==> src/hdl/fpa_pkg.sv <==
// ----------------------------------------------------------------------------
// fpa_pkg
// Types and constants shared by the fixed-point ALU modules.
// ----------------------------------------------------------------------------
package fpa_pkg;

   localparam int FRAC_BITS = 8;
   localparam int DATA_W    = 32;
   localparam int CMD_W     = 4;
   localparam int QDEPTH    = 4;
   localparam int QPTR_W    = $clog2(QDEPTH);
   localparam int QCNT_W    = $clog2(QDEPTH + 1);
   localparam int DVD_W     = DATA_W + FRAC_BITS;
   localparam int DCNT_W    = $clog2(DVD_W);

   typedef enum logic [CMD_W-1:0] {
      CMD_ADD      = 4'd0,
      CMD_SUB      = 4'd1,
      CMD_MUL      = 4'd2,
      CMD_DIV      = 4'd3,
      CMD_GT       = 4'd4,
      CMD_LT       = 4'd5,
      CMD_GE       = 4'd6,
      CMD_LE       = 4'd7,
      CMD_EQ       = 4'd8,
      CMD_NE       = 4'd9,
      CMD_INC      = 4'd10,
      CMD_DEC      = 4'd11,
      CMD_MIN      = 4'd12,
      CMD_MAX      = 4'd13,
      CMD_FROM_INT = 4'd14,
      CMD_TO_INT   = 4'd15
   } cmd_type;

   typedef enum logic [1:0] {
      DIV_IDLE,
      DIV_RUN,
      DIV_DONE
   } div_state_type;

   typedef struct packed {
      cmd_type                  cmd;
      logic signed [DATA_W-1:0] a;
      logic signed [DATA_W-1:0] b;
      logic                     is_div;
      logic                     dz;
   } item_type;

   typedef struct packed {
      logic full;
      logic empty;
   } qstat_type;

endpackage

==> src/hdl/fixed_point_alu.sv <==
// ----------------------------------------------------------------------------
// fixed_point_alu
// Signed 32-bit fixed-point ALU, FRAC_BITS fraction bits.
// ----------------------------------------------------------------------------
// Request channel: drive req_command/req_operand_a/req_operand_b and raise
// req_push; a beat is taken on a clock edge with req_push high and req_full
// low. Response channel: while rsp_empty is low the oldest result is on the
// rsp_ ports; raise rsp_pop to take the beat.
// All commands but a div with a nonzero divisor pass through the queue, stage
// one and the response register; mul as well (its product is registered, the shift follows).
// Throughput: one beat per cycle for all commands but div, while the
// receiver keeps taking results. A div with a nonzero divisor runs through
// a bit-serial divider, and the next item leaves the queue only once the
// divider has handed its quotient to stage one; items behind it wait in a
// four-entry queue, so requests keep flowing until that queue fills.
// Results always leave in request order.
// Reset (synchronous, active high) empties the queue and the pipeline.
// When the receiver holds off rsp_pop the pipeline holds, the queue fills
// and req_full rises; nothing is dropped.
// ----------------------------------------------------------------------------
module fixed_point_alu (
   input  logic                              clock,
   input  logic                              reset,
   input  logic                              req_push,
   output logic                              req_full,
   input  logic [fpa_pkg::CMD_W-1:0]         req_command,
   input  logic signed [fpa_pkg::DATA_W-1:0] req_operand_a,
   input  logic signed [fpa_pkg::DATA_W-1:0] req_operand_b,
   output logic                              rsp_empty,
   input  logic                              rsp_pop,
   output logic signed [fpa_pkg::DATA_W-1:0] rsp_result_raw,
   output logic                              rsp_compare_true,
   output logic                              rsp_divide_by_zero
);
   import fpa_pkg::*;

   qstat_type qstat;
   item_type  q_item, q_head;
   logic      q_push, q_pop;

   fpa_front u_front (
      .req_push      (req_push),
      .req_full      (req_full),
      .req_command   (req_command),
      .req_operand_a (req_operand_a),
      .req_operand_b (req_operand_b),
      .qstat         (qstat),
      .q_push        (q_push),
      .q_item        (q_item)
   );

   fpa_queue u_queue (
      .clock  (clock),
      .reset  (reset),
      .q_push (q_push),
      .q_item (q_item),
      .q_pop  (q_pop),
      .q_head (q_head),
      .qstat  (qstat)
   );

   fpa_back u_back (
      .clock              (clock),
      .reset              (reset),
      .q_head             (q_head),
      .qstat              (qstat),
      .q_pop              (q_pop),
      .rsp_empty          (rsp_empty),
      .rsp_pop            (rsp_pop),
      .rsp_result_raw     (rsp_result_raw),
      .rsp_compare_true   (rsp_compare_true),
      .rsp_divide_by_zero (rsp_divide_by_zero)
   );

endmodule

==> src/hdl/fpa_front.sv <==
// ----------------------------------------------------------------------------
// fpa_front
// Accepts request beats, decodes the command and flags divides.
// ----------------------------------------------------------------------------
module fpa_front (
   input  logic                          req_push,
   output logic                          req_full,
   input  logic [fpa_pkg::CMD_W-1:0]     req_command,
   input  logic signed [fpa_pkg::DATA_W-1:0] req_operand_a,
   input  logic signed [fpa_pkg::DATA_W-1:0] req_operand_b,
   input  fpa_pkg::qstat_type            qstat,
   output logic                          q_push,
   output fpa_pkg::item_type             q_item
);
   import fpa_pkg::*;

   cmd_type cmd;

   always_comb begin
      cmd            = cmd_type'(req_command);
      q_item.cmd     = cmd;
      q_item.a       = req_operand_a;
      q_item.b       = req_operand_b;
      q_item.is_div  = (cmd == CMD_DIV);
      q_item.dz      = (cmd == CMD_DIV) && (req_operand_b == '0);
   end

   assign req_full = qstat.full;
   assign q_push   = req_push && !qstat.full;

endmodule

==> src/hdl/fpa_queue.sv <==
// ----------------------------------------------------------------------------
// fpa_queue
// Short FIFO of decoded items between front and back.
// ----------------------------------------------------------------------------
module fpa_queue (
   input  logic               clock,
   input  logic               reset,
   input  logic               q_push,
   input  fpa_pkg::item_type  q_item,
   input  logic               q_pop,
   output fpa_pkg::item_type  q_head,
   output fpa_pkg::qstat_type qstat
);
   import fpa_pkg::*;

   item_type            mem_ff [QDEPTH];
   logic [QPTR_W-1:0]   wr_ff, wr_in, rd_ff, rd_in;
   logic [QCNT_W-1:0]   cnt_ff, cnt_in;

   always_comb begin
      wr_in  = q_push ? wr_ff + QPTR_W'(1) : wr_ff;
      rd_in  = q_pop  ? rd_ff + QPTR_W'(1) : rd_ff;
      cnt_in = cnt_ff;
      if (q_push && !q_pop) begin
         cnt_in = cnt_ff + QCNT_W'(1);
      end else if (!q_push && q_pop) begin
         cnt_in = cnt_ff - QCNT_W'(1);
      end
   end

   always_ff @(posedge clock) begin
      if (reset) begin
         wr_ff  <= '0;
         rd_ff  <= '0;
         cnt_ff <= '0;
      end else begin
         wr_ff  <= wr_in;
         rd_ff  <= rd_in;
         cnt_ff <= cnt_in;
      end
   end

   always_ff @(posedge clock) begin
      if (q_push) begin
         mem_ff[wr_ff] <= q_item;
      end
   end

   assign q_head      = mem_ff[rd_ff];
   assign qstat.full  = (cnt_ff == QCNT_W'(QDEPTH));
   assign qstat.empty = (cnt_ff == '0);

   a_no_overflow: assert property (@(posedge clock) disable iff (reset)
      qstat.full |-> !q_push) else $error("queue overflow");
   a_no_underflow: assert property (@(posedge clock) disable iff (reset)
      qstat.empty |-> !q_pop) else $error("queue underflow");
   a_count: assert property (@(posedge clock) disable iff (reset)
      (q_push && !q_pop) |=> (cnt_ff == $past(cnt_ff) + QCNT_W'(1)))
      else $error("queue count slip");

endmodule

==> src/hdl/fpa_back.sv <==
// ----------------------------------------------------------------------------
// fpa_back
// Executes queued items: combinational ops, registered multiply, serial divide.
// ----------------------------------------------------------------------------
module fpa_back (
   input  logic                     clock,
   input  logic                     reset,
   input  fpa_pkg::item_type        q_head,
   input  fpa_pkg::qstat_type       qstat,
   output logic                     q_pop,
   output logic                     rsp_empty,
   input  logic                     rsp_pop,
   output logic signed [fpa_pkg::DATA_W-1:0] rsp_result_raw,
   output logic                     rsp_compare_true,
   output logic                     rsp_divide_by_zero
);
   import fpa_pkg::*;

   div_state_type              dstate_ff, dstate_in;
   logic [DATA_W-1:0]          rem_ff, rem_in, dvs_ff, dvs_in;
   logic [DVD_W-1:0]           quo_ff, quo_in;
   logic [DCNT_W-1:0]          dcnt_ff, dcnt_in;
   logic                       neg_ff, neg_in;
   logic                       div_idle, div_done;

   logic                       s1_v_ff, s1_v_in, s1_cmp_ff, s1_dz_ff, s1_mul_ff;
   logic [DATA_W-1:0]          s1_res_ff;
   logic signed [2*DATA_W-1:0] s1_prod_ff;
   logic                       rsp_v_ff, rsp_v_in;
   logic [DATA_W-1:0]          rsp_res_ff;
   logic                       rsp_cmp_ff, rsp_dz_ff;

   logic                       s2_free, s1_free, take, start, s1_load, s2_load;
   logic [DATA_W-1:0]          res_c, amag, bmag;
   logic                       cmp_c, lt, gt;
   logic [DATA_W:0]            rem_sh;
   logic                       ge;
   logic [DVD_W-1:0]           qsigned;
   logic signed [2*DATA_W-1:0] prod_sh;

   assign s2_free = !rsp_v_ff || rsp_pop;
   assign s1_free = !s1_v_ff || s2_free;
   assign take    = !qstat.empty && div_idle &&
                    ((q_head.is_div && !q_head.dz) || s1_free);
   assign start   = take && q_head.is_div && !q_head.dz;
   assign q_pop   = take;
   assign s1_load = (take && !start) || (div_done && s1_free);
   assign s2_load = s1_v_ff && s2_free;

   assign lt = (q_head.a < q_head.b);
   assign gt = (q_head.a > q_head.b);

   always_comb begin
      res_c = '0;
      cmp_c = 1'b0;
      unique case (q_head.cmd)
         CMD_ADD:      res_c = q_head.a + q_head.b;
         CMD_SUB:      res_c = q_head.a - q_head.b;
         CMD_MUL:      res_c = '0;
         CMD_DIV:      res_c = '0;
         CMD_GT:       cmp_c = gt;
         CMD_LT:       cmp_c = lt;
         CMD_GE:       cmp_c = !lt;
         CMD_LE:       cmp_c = !gt;
         CMD_EQ:       cmp_c = (q_head.a == q_head.b);
         CMD_NE:       cmp_c = (q_head.a != q_head.b);
         CMD_INC:      res_c = q_head.a + DATA_W'(1);
         CMD_DEC:      res_c = q_head.a - DATA_W'(1);
         CMD_MIN:      res_c = lt ? q_head.a : q_head.b;
         CMD_MAX:      res_c = gt ? q_head.a : q_head.b;
         CMD_FROM_INT: res_c = q_head.a <<< FRAC_BITS;
         CMD_TO_INT:   res_c = q_head.a >>> FRAC_BITS;
      endcase
   end

   // divider: next state
   always_comb begin
      dstate_in = dstate_ff;
      unique case (dstate_ff)
         DIV_IDLE: if (start) dstate_in = DIV_RUN;
         DIV_RUN:  if (dcnt_ff == DCNT_W'(DVD_W - 1)) dstate_in = DIV_DONE;
         DIV_DONE: if (s1_free) dstate_in = DIV_IDLE;
         default:  dstate_in = DIV_IDLE;
      endcase
   end

   // divider: outputs
   always_comb begin
      div_idle = 1'b0;
      div_done = 1'b0;
      unique case (dstate_ff)
         DIV_IDLE: div_idle = 1'b1;
         DIV_RUN:  ;
         DIV_DONE: div_done = 1'b1;
         default:  ;
      endcase
   end

   assign amag   = q_head.a[DATA_W-1] ? DATA_W'(-q_head.a) : DATA_W'(q_head.a);
   assign bmag   = q_head.b[DATA_W-1] ? DATA_W'(-q_head.b) : DATA_W'(q_head.b);
   assign rem_sh = {rem_ff, quo_ff[DVD_W-1]};
   assign ge     = (rem_sh >= {1'b0, dvs_ff});

   always_comb begin
      rem_in  = rem_ff;
      quo_in  = quo_ff;
      dvs_in  = dvs_ff;
      dcnt_in = dcnt_ff;
      neg_in  = neg_ff;
      if (start) begin
         rem_in  = '0;
         quo_in  = DVD_W'(amag) << FRAC_BITS;
         dvs_in  = bmag;
         dcnt_in = '0;
         neg_in  = q_head.a[DATA_W-1] ^ q_head.b[DATA_W-1];
      end else if (dstate_ff == DIV_RUN) begin
         rem_in  = ge ? DATA_W'(rem_sh - {1'b0, dvs_ff}) : rem_sh[DATA_W-1:0];
         quo_in  = {quo_ff[DVD_W-2:0], ge};
         dcnt_in = dcnt_ff + DCNT_W'(1);
      end
   end

   assign qsigned = neg_ff ? DVD_W'(-quo_ff) : quo_ff;

   always_ff @(posedge clock) begin
      if (reset) begin
         dstate_ff <= DIV_IDLE;
      end else begin
         dstate_ff <= dstate_in;
      end
   end

   always_ff @(posedge clock) begin
      rem_ff  <= rem_in;
      quo_ff  <= quo_in;
      dvs_ff  <= dvs_in;
      dcnt_ff <= dcnt_in;
      neg_ff  <= neg_in;
   end

   always_comb begin
      s1_v_in = s1_v_ff;
      if (s1_load) begin
         s1_v_in = 1'b1;
      end else if (s2_load) begin
         s1_v_in = 1'b0;
      end
      rsp_v_in = rsp_v_ff;
      if (s2_load) begin
         rsp_v_in = 1'b1;
      end else if (rsp_pop) begin
         rsp_v_in = 1'b0;
      end
   end

   always_ff @(posedge clock) begin
      if (reset) begin
         s1_v_ff  <= 1'b0;
         rsp_v_ff <= 1'b0;
      end else begin
         s1_v_ff  <= s1_v_in;
         rsp_v_ff <= rsp_v_in;
      end
   end

   always_ff @(posedge clock) begin
      if (s1_load) begin
         if (div_done) begin
            s1_res_ff <= qsigned[DATA_W-1:0];
            s1_cmp_ff <= 1'b0;
            s1_dz_ff  <= 1'b0;
            s1_mul_ff <= 1'b0;
         end else begin
            s1_res_ff <= res_c;
            s1_cmp_ff <= cmp_c;
            s1_dz_ff  <= q_head.dz;
            s1_mul_ff <= (q_head.cmd == CMD_MUL);
         end
         s1_prod_ff <= q_head.a * q_head.b;
      end
   end

   assign prod_sh = s1_prod_ff >>> FRAC_BITS;

   always_ff @(posedge clock) begin
      if (s2_load) begin
         rsp_res_ff <= s1_mul_ff ? prod_sh[DATA_W-1:0] : s1_res_ff;
         rsp_cmp_ff <= s1_cmp_ff;
         rsp_dz_ff  <= s1_dz_ff;
      end
   end

   assign rsp_empty          = !rsp_v_ff;
   assign rsp_result_raw     = rsp_res_ff;
   assign rsp_compare_true   = rsp_cmp_ff;
   assign rsp_divide_by_zero = rsp_dz_ff;

   a_no_take_busy: assert property (@(posedge clock) disable iff (reset)
      !div_idle |-> !q_pop) else $error("queue read while divider busy");
   a_no_clobber: assert property (@(posedge clock) disable iff (reset)
      (s1_v_ff && !s2_free) |-> !s1_load) else $error("stage one overwritten");
   a_dz_zero: assert property (@(posedge clock) disable iff (reset)
      (rsp_v_ff && (rsp_dz_ff || rsp_cmp_ff)) |-> (rsp_res_ff == '0))
      else $error("flagged result not zero");
   a_div_len: assert property (@(posedge clock) disable iff (reset)
      start |=> (dstate_ff == DIV_RUN)) else $error("divider failed to start");

endmodule
==> config.mk <==
export PLATFORM = sky130hd
export DESIGN_NAME = fixed_point_alu
export DESIGN_NICKNAME = d
export VERILOG_FILES = /design/src/hdl/fpa_pkg.sv /design/src/hdl/fixed_point_alu.sv /design/src/hdl/fpa_front.sv /design/src/hdl/fpa_queue.sv /design/src/hdl/fpa_back.sv
export SDC_FILE = /design/constraint.sdc
export NUM_CORES = 2
export LEC_CHECK = 0
export ABC_AREA = 1
export CORE_MARGIN = 2
export CORE_UTILIZATION = 45
export DETAILED_ROUTE_END_ITERATION = 10
export DONT_BUFFER_PORTS = 1
export GPL_TIMING_DRIVEN = 0
export PLACE_DENSITY = 0.58
export SLEW_MARGIN = 5
export SYNTH_ARGS = -nofsm -noshare
export SYNTH_HDL_FRONTEND = slang
export SYNTH_SLANG_ARGS = --single-unit
==> constraint.sdc <==
create_clock -name clock -period 22.1 [get_ports clock]
set_input_delay 0 -clock clock [delete_from_list [all_inputs] [get_ports clock]]
set_output_delay 0 -clock clock [all_outputs]
set_load 0.01 [all_outputs]
* After elaboration in Yosys (flattened, before gate mapping)
Memories as Yosys holds them, arrays and structs flattened. A register that Yosys moved wholly into a read port is not among the register bits.
Cells that the tools add are included.
** Word-level totals
- Output and inout port bits :: 36
- Memories kept :: 1
- ROM bits :: 0
- Latch bits :: 0
- Word-level logic and storage cells :: 127
- Flip-flop bits (word level) :: 231
- RAM bits :: 280
- Input bits :: 72
** Cells by class
- Multiplexer cells :: 28
- Equal/unequal tests :: 24
- Bitwise logic cells :: 1
- Reduce and logical (&&, ||, !) cells :: 35
- Add/sub/neg operators :: 13
- Multipliers :: 1
- $lt $le $gt $ge :: 3
- Divide/modulo/power cells :: 0
- Shift operators :: 0
** Memories
- u_queue.mem_ff :: words 4, width 70, read ports 1, clocked after Yosys merged registers in 1, wr ports 1, RTL line fpa_queue.sv:16 : item_type mem_ff [QDEPTH];
** Operators with widths (number)
- 32-bit one-hot mux with 8 select lines :: 1
- 32-bit two-way mux :: 7
- 32-bit negator :: 3
- 40-bit two-way mux :: 2
- 32-bit subtractor :: 2
- 32-bit by 32-bit multiplier with 40-bit output :: 1
- 33-bit by 32-bit >= comparator with 1-bit output :: 1
- 32-bit by 2-bit adder with 32-bit output (second input constant) :: 1
- 32-bit adder :: 1
- 32-bit == test :: 1
- 4-bit == test (second input constant) :: 8
- 32-bit greater-than comparator :: 1
- 32-bit logical NOT :: 1
- 32-bit < comparator :: 1
- 32-bit != test :: 1
- 32-bit by 2-bit subtractor with 32-bit output (second input constant) :: 1
- 31-bit two-way mux :: 1
- 4-bit by 3-bit == test with 1-bit output (second input constant) :: 4
- 1-bit logical AND :: 12
- 1-bit logical NOT :: 10
- 2-bit two-way mux :: 5
- 4-bit by 2-bit == test with 1-bit output (second input constant) :: 2
- 1-bit two-way mux :: 8
- 2-bit nonzero test :: 4
- other kinds (19) :: 26

* Depth between registers and ports, before layout
- Word-level depth :: 11
- Mapped depth :: 39
- Depth with buffers taken out :: 35

* Cells and area by module
From an unflattened synthesis, not the netlist that was laid out.
** Second synthesis, totals
- Cell total of the unflattened synthesis :: 7071
- Area total of the unflattened synthesis :: 56571.8 um^2
** Modules (own cells, without submodules)
- fpa_back :: sequential area each 5985.7 um^2, cells an instance 6233, instances 1, area an instance 44518.9 um^2
- fpa_queue :: sequential area each 8588.2 um^2, cells an instance 734, instances 1, area an instance 11393.4 um^2
- fpa_front :: sequential area each 0.0 um^2, cells an instance 104, instances 1, area an instance 659.4 um^2

* Least setup slack after synthesis
No wires, ideal clock.
- Kind :: reg-to-reg
- From :: register (tool-made name)
- To :: register u_back.s1_prod_ff[35] (data pin)
- Setup time :: 0.252 ns
- Stages on the path, launching flop included :: 36
- Arrival :: 7.092 ns
- Data required time :: 21.848 ns
- Path buffers :: 5
- Clock period less this slack :: 7.344 ns
- Path slack :: 14.756 ns
- Path through :: dfxtp_1 -> buf_6 -> inv_4 -> buf_6 -> buf_6 -> nand2_1 -> nand3_1 -> nand2_1 -> clkbuf_1 -> clkbuf_1 -> nor2_1 -> fa_1 -> fa_1 -> fa_1 -> inv_1 -> fa_1 -> inv_1 -> fa_1 -> inv_1 -> fa_1 -> inv_1 -> fa_1 -> fa_1 -> ha_1 -> a21oi_1 -> inv_1 -> a21oi_1 -> o21bai_1 -> a31oi_1 -> nand2_1 -> nand2_1 -> nand2_1 -> nand2_1 -> nand2_1 -> nand2_1 -> nand2_1
** RTL lines
- to (signal assigned) :: RTL line fpa_back.sv:179 : s1_prod_ff <= q_head.a * q_head.b;
- to (decl) :: RTL line fpa_back.sv:28 : logic signed [2*DATA_W-1:0] s1_prod_ff;

==> impl_metrics.tcl <==
set metrics [dict create \
    run_status "finished, violations left" \
    failed_checks "max-capacitance violations, max-slew violations" \
    setup-tns-final_ns 0 \
    detailed_place_hpwl_mm 193 \
    fp.dieArea_sq_mm 0.122 \
    cts.repair_timing.setup_buffer_count 0 \
    cts.reportedPaths.clkPinSlew_ns 0.06 \
    wl_mm 244 \
    finalClockSkew_ns 0.0346 \
    timing.critical_path.from_type "flip-flop" \
    ys_dominant_reg_cell "edfxtp_1" \
    fp.dieH_microns 349 \
    synth-edff-count 446 \
    syn-instance-count 6567 \
    cap_violations 6 \
    area_growth_from_synthesis_to_layout_pct 9.02 \
    largest_stage_delay_on_the_critical_path_ns 1.02 \
    cp_top_family "adder cells" \
    route.detailed.wl_per_inst_microns 29.5 \
    fmax_ghz 0.0919 \
    synth_seq_area_share_pct 27.2 \
    count_of_distinct_cell_types_in_the_synthesized_netlist 59 \
    clock-root-buffer "clkbuf_16" \
    post_dp_cell_area_sq_mm 0.0558 \
    vias_in_the_first_global_route 46100 \
    core.rowCount 126 \
    final_layout_size_suffix_gt1_share_pct 4.80 \
    drt_pass1_iterations 6 \
    mappedNetlistArea_sq_mm 0.0535 \
    port_buffers 0 \
    synthArstFlopShare_pct 0 \
    timing.final.crit_share_pct 49.3 \
    layout.cell_area.non_filler_sq_mm 0.0584 \
    endpoint_kind "flip-flop" \
    first_iter_violations 6277 \
    ant_nets 0 \
    maximum_buffer_depth_of_the_clock_tree 3 \
    grt_antenna_before_repair 17 \
    final_hold_viol_count 0 \
    worstMarginPinSlew_ns 1.58 \
    cp_slowest_cell "clkinv_1" \
    clkLatencyLatePin_ns 0.66 \
    globalRouteTotalUtil_pct 40.2 \
    crit_top_cell "fa_1" \
    finish.net_count 7705 \
    hp-class "in2reg" \
    layout.cells.most_common "nand2_1" \
    timing_max_transition_violations_final 33 \
    tritoncts "built" \
    critPathMaxFanout 10 \
    synth-warning-count 0 \
    effective_utilization_at_floorplan_pct 45.3 \
    syn_nets 7563 \
    criticalPathCategory "reg2reg" \
    grt_start_max_net_pins 35 \
    layout.cells.most_common_list "nand2_1 (1609), inv_1 (1100), nor2_1 (709)" \
    cp_data_required_time_ns 22.48 \
    clkSinkCount 505 \
    vias_per_cell 5.79 \
    relSlewSlack_pct -5.10 \
    cts_htree_levels 2 \
    crit_buf_inv 9 \
    via_count 48000 \
    drcViolationCount 0 \
    io-pin-count 108 \
    grt_pass1_wl_mm 342 \
    grt_remaining_overflow 0 \
    timing.critical_path.arrival_ns 11.26 \
    cts-buffers-inserted 54 \
    unrepaired_setup_endpoints_after_global_routing "no" \
    ys_ff_latch 505 \
    std_cell_core_area_sq_mm 0.118 \
    floorplan.die.width_microns 349 \
    report.final.setup_viol 0 \
    synth_area_per_cell_sq_um 8.15 \
    period_minus_slack_ns 10.89 \
    place_congestion 1.05 \
]
-- cell families after synthesis --
kind of cell	synth area share [%]
xor gates and xnor gates	1.59
and+or+nand+nor	21.9
muxes	0.673
buffers and inverters	10.1
AOI/OAI and AO/OA	7.77
adders and majority gates	30.7
DFF	27.2
-- per-stage QoR --
stage | std cells | utilization [%] | hold WS [ns] | setup slack [ns]
floorplan | 6567 | - | 0.0691 | 14.76
global placement | 8103 | 47.0 | 0.0703 | 11.55
detailed placement | 8117 | 47.3 | 0.0733 | 11.56
CTS | 8288 | 49.4 | 0.0255 | 11.50
global route | 8291 | 49.4 | 0.0567 | 11.04
finish | 8299 | 49.4 | 0.0563 | 11.21
-- state kept, by name (all words and copies together), names as in the netlist, named ones only --
register and cells:
u_back.quo_ff 40, u_back.dstate_ff 2, u_back.neg_ff 1, u_queue.cnt_ff 3, u_back.s1_dz_ff 1, u_queue.wr_ff 2
u_back.s1_mul_ff 1, u_queue.mem_ff 280, u_back.s1_res_ff 32, u_back.s1_cmp_ff 1, u_back.dcnt_ff 6, u_back.rsp_compare_true 1
u_back.dvs_ff 32, u_back.s1_prod_ff 32, u_back.rem_ff 32, u_queue.rd_ff 2, u_back.rsp_divide_by_zero 1, u_back.rsp_result_raw 32
u_back.rsp_v_ff 1, u_back.s1_v_ff 1
-- per-layer routing --
| layer | GRT usage, % | wire length [microns] |
|---|---|---|
| met4 | 17.6 | 12600 |
| met3 | 9.88 | 27100 |
| met2 | 58.3 | 101000 |
| met5 | 1.32 | 243 |
| met1 | 56.9 | 103000 |
-- repair_timing --
action	4_1_cts	5_1_grt
endpoints found under the hold margin	327	0
gates resized for setup	0	0
hold buffers	72	0
-- layout make-up --
class | count | area [sq um]
Timing Repair Buffer | 86 | 1020
Buffer | 270 | 1230
Fill cell | 11600 | 59700
Inverter | 1125 | 4230
Sequential cell | 505 | 14600
Clock inverter | 31 | 352
Clock buffer | 68 | 1420
Multi-Input combinational cell | 4667 | 33600
Antenna cell | 11 | 27.5
Tap cell | 1536 | 1920
-- worst paths after layout --
kind	startpoint	to	slack (ns)	cells after the start
min reg2reg	u_back.s1_dz_ff$_SDFFCE_PP0P_	u_back.rsp_divide_by_zero$_DFFE_PP_	0.42	0
min	req_operand_a[10]	u_queue.mem_ff[1][44]$_DFFE_PP_	0.06	1
max reg2reg	flip-flop	u_back.s1_prod_ff[39]$_DFFE_PP_	11.21	28
max	flip-flop	u_back.s1_prod_ff[39]$_DFFE_PP_	11.21	28
-- cells in the mapped netlist (all sizes together) (2+ instances only) --
cell / instances / area, sq um
clkbuf: 128 / 480
nor3: 62 / 353
mux2: 32 / 360
dfxtp: 59 / 1180
or4: 2 / 15.0
nand3b: 17 / 128
o21ai: 326 / 1640
a22oi: 9 / 67.6
a211oi: 3 / 22.5
buf: 142 / 721
a31oi: 22 / 138
a21boi: 5 / 37.5
xnor2: 29 / 254
nor2: 728 / 2780
clkinv: 12 / 45.0
o221ai: 2 / 17.5
nor4: 25 / 156
nand4: 45 / 288
nand2: 1641 / 6250
nand3: 327 / 1670
and3: 2 / 12.5
o21a: 14 / 105
o21bai: 21 / 158
fa: 646 / 12900
a21o: 19 / 143
o31ai: 3 / 22.5
o211ai: 38 / 285
ha: 278 / 3480
edfxtp: 446 / 13400
o22ai: 32 / 200
a21oi: 246 / 1230
xor2: 68 / 596
or2: 13 / 81.3
inv: 1113 / 4180
o32ai: 3 / 26.3
a32o: 2 / 20.0
-- worst register-to-register path: cells and delay by family (launching register included) --
kind	cells	cell delay [ns]
adders and majority gates	9	4.38
buffers and inverters	9	3.07
DFF	1	0.51
AOI/OAI and AO/OA	6	1.34
and+or+nand+nor	4	1.30
Power is not shown: default switching activity piles up to over one toggle a cycle in this logic, so the estimate is an artifact.
